**src/rtl/core/cdtq_ram.sv**
```systemverilog
// generic single port ram with registered read
module cdtq_ram #(
    parameter int WIDTH = 8,
    parameter int DEPTH = 16
) (
    input  logic                     aclk,
    input  logic                     we,
    input  logic [$clog2(DEPTH)-1:0] addr,
    input  logic [WIDTH-1:0]         wdata,
    output logic [WIDTH-1:0]         rdata
);
    logic [WIDTH-1:0] mem [DEPTH];

    // write and registered read
    always_ff @(posedge aclk) begin
        if (we) begin
            mem[addr] <= wdata;
        end
        rdata <= mem[addr];
    end
endmodule

```
**config.mk**
```make
export PLATFORM = sky130hd
export DESIGN_NAME = cdtq_ram
export DESIGN_NICKNAME = d
export VERILOG_FILES = /design/src/rtl/core/cdtq_ram.sv
export SDC_FILE = /design/constraint.sdc
export NUM_CORES = 1
export LEC_CHECK = 0
export ABC_AREA = 1
export BUFFER_PORTS_ARGS = -buffer_cell sky130_fd_sc_hd__buf_2
export CAP_MARGIN = 20
export CELL_PAD_IN_SITES_DETAIL_PLACEMENT = 2
export CELL_PAD_IN_SITES_GLOBAL_PLACEMENT = 2
export CORE_ASPECT_RATIO = 2
export CORE_MARGIN = 4
export CORE_UTILIZATION = 40
export CTS_CLUSTER_SIZE = 16
export DETAILED_ROUTE_END_ITERATION = 8
export PLACE_DENSITY_LB_ADDON = 0.1
export SKIP_CTS_REPAIR_TIMING = 1
export SYNTH_ARGS = -nofsm -noshare
export SYNTH_HDL_FRONTEND = slang
export SYNTH_SLANG_ARGS = --single-unit
```
**constraint.sdc**
```tcl
create_clock -name aclk -period 2.35 [get_ports aclk]
set_input_delay 0.47 -clock aclk [delete_from_list [all_inputs] [get_ports aclk]]
set_output_delay 0.47 -clock aclk [all_outputs]
set_load 0.1 [all_outputs]
```
==> metrics <==
outcome completed; TritonCTS Buffers 17; DP HPWL 11300 microns; post-synthesis compound-gate area fraction 0%; DRT iter0 DRCs 152; area leader, netlist edfxtp_1; worst slew pin tran 825 ps; WL final 16500 microns; Reg-to-Reg Start mem[6][6]$_DFFE_PP_; Max-slew headroom 44.8%; Slowest cell on crit path buf_2; die span in y 175 microns; Post-Synth Adder-Cell Area 0%; initial antenna violation count 0; Req. time, crit path 1880 ps; first-pass GRT wire length 25200 microns; die width 91.6 microns; unrepaired setup endpoints after global routing no; I/O Pins 22; M2 GR Usage 42.8%; drt drc 0; HP Class in2reg; Core Area 13600 sq um; clk_skew 9.94 ps; placer's final routability congestion estimate 0.857; FF+latch count, synth 136; r2r endpoint rdata[6]$_DFF_P_; Hold Path Cell Cnt 1; DR vias 3887; commonest non-fill, non-tap cell in the layout nand2_1; WL/cell 20.9 microns; antenna fix cells 0; synth-to-layout area growth 17.8%; min Tclk post-route 1670 ps; share of post-route cells with drive strength above 1 12.4%; sequential area share after synthesis 71.6%; Clock H-tree levels 4; non-filler instance count after layout 790; Top Family by Delay on Critical Path buffers and inverters; R2R Setup Slk 1220 ps; Peak VDD IR 538 uV; Cells after DPL 758; arrival time worst endpoint 1200 ps; Synth top area share 68.7%; crit start category register; GR Layer Usage met3 3.66%; final core occ 48.5%; GR Layer Usage met1 21.9%; clk slew on worst S/H paths 60 ps; commonest cells after routing, fill and taps aside 346 x nand2_1, 128 x edfxtp_1, 21 x inv_1, 21 x buf_2, 21 x buf_4; Antenna Violating Nets Remaining 0; worst hold start wdata[4]; pwr dens 868 nW/um^2; site row count 60; largest family of logic cells by synthesized area simple AND/OR/NAND/NOR gates; worst path bufs/invs 1; CP Cell Sequence buf_2; Syn Area/Cell 10.2 sq um; Multi-input gate area 1390 sq um; CTS sink cnt 136; Sequential Area 4000 sq um; mux contribution to synthesized area 0%; starting density of the core 41.2%; Clock Tree Buf Depth 2; Fin. Hold Viols 0; GRT Overall Usage 21.9%; most used routing layer in global routing met2; Hold Path Sink mem[5][4]$_DFFE_PP_; Area contributors post-synth edfxtp_1 69%, nand2_1 23%, dfxtp_1 2.9%, inv_1 1.4%, nor2_1 1.2%; drt pass-1 iters 4; Root Driver clkbuf_16; Cells after Synth 548; vias in the first global route 4307; Synth cell types 11; Reg2Reg Depth 8; post-synthesis xor/xnor area fraction 0%; Synth Area in Simple Gates 24.8%; CTS tree yes; fmax 599 MHz; crit path max fanout 1; largest net degree at the start of global routing 66; Fillers 1412; P_leak 2.81 nW; period utilization 71.0%; Syn Nets 562; WS Path Type reg2out; setup TNS 0 ps; endpoints failing setup 0; Clock Latency Late Sink 420 ps; CP max stage delay 440 ps; Slew Viols, Final 0; nets 605; max cap viols 0; total congestion overflow 0; Buffers on Ports 21; cell area after synthesis 5590 sq um; crit end category output pin; Die ar. 16100 sq um; Warnings, synthesis 0; Via density 4.92
-- power breakdown --
part           leakage (nW)  switching (W)  internal (W)
logic                  1.34       0.000389      0.000101
clock network         0.247        0.00104       0.00146
registers              1.22      0.0000165       0.00271
-- layout make-up --
cell class                      instances  share of cell area (%)
Clock inverter                         14                    1.90
Inverter                               23                    1.31
Clock buffer                           18                    6.52
Multi-Input combinational cell        368                    21.0
Tap cell                              186                    3.53
Timing Repair Buffer                   45                    4.90
Sequential cell                       136                    60.8
-- flip-flops by register name, summed over array words and instances, names as in the netlist --
name / count
rdata: 8
mem: 128
-- how the worst max path moves through the flow --
stage / cells after the start / startpoint / slack (ps) / to
finish: 1 / rdata[5]$_DFF_P_ / 680 / rdata[5]
global route: 1 / rdata[5]$_DFF_P_ / 650 / rdata[5]
CTS: 1 / rdata[5]$_DFF_P_ / 660 / rdata[5]
detailed placement: 4 / addr[1] / 410 / mem[13][1]$_DFFE_PP_
global placement: 5 / addr[0] / 440 / mem[7][1]$_DFFE_PP_
floorplan: 4 / addr[1] / 500 / mem[3][0]$_DFFE_PP_
-- cells in the mapped netlist, drive strengths merged --
master and count:
nand2 346, edfxtp 128, inv 22, buf 18, nor2 18, dfxtp 8, nand3 4, clkbuf 3
clkinv 1
-- cell families (layout without fill, tap and decap cells) --
| logic type | after synthesis | count (layout) |
|---|---|---|
| buffers and inverters | 44 | 100 |
| DFF | 136 | 136 |
| and+or+nand+nor | 368 | 368 |
-- layer usage --
layer  up-vias  share of wire (%)
li1       1839                  -
met1      1964                 36
met2        65                 58
met3        19                2.6
met4         0                3.1
met5         -                  0
-- per-stage QoR --
| stage | area [sq um] | power (W) | hold WS, ps | setup WS (ps) |
|---|---|---|---|---|
| CTS | 6590 | 0.00577 | 483 | 663 |
| detailed placement | 6030 | 0.00327 | 730 | 409 |
| floorplan | 5590 | 0.00308 | 569 | 503 |
| finish | 6590 | 0.00571 | 496 | 681 |
| global placement | 6030 | 0.00326 | 701 | 437 |
| global route | 6590 | 0.00592 | 493 | 649 |
No activity file was read; power rests on OpenSTA's default activity.
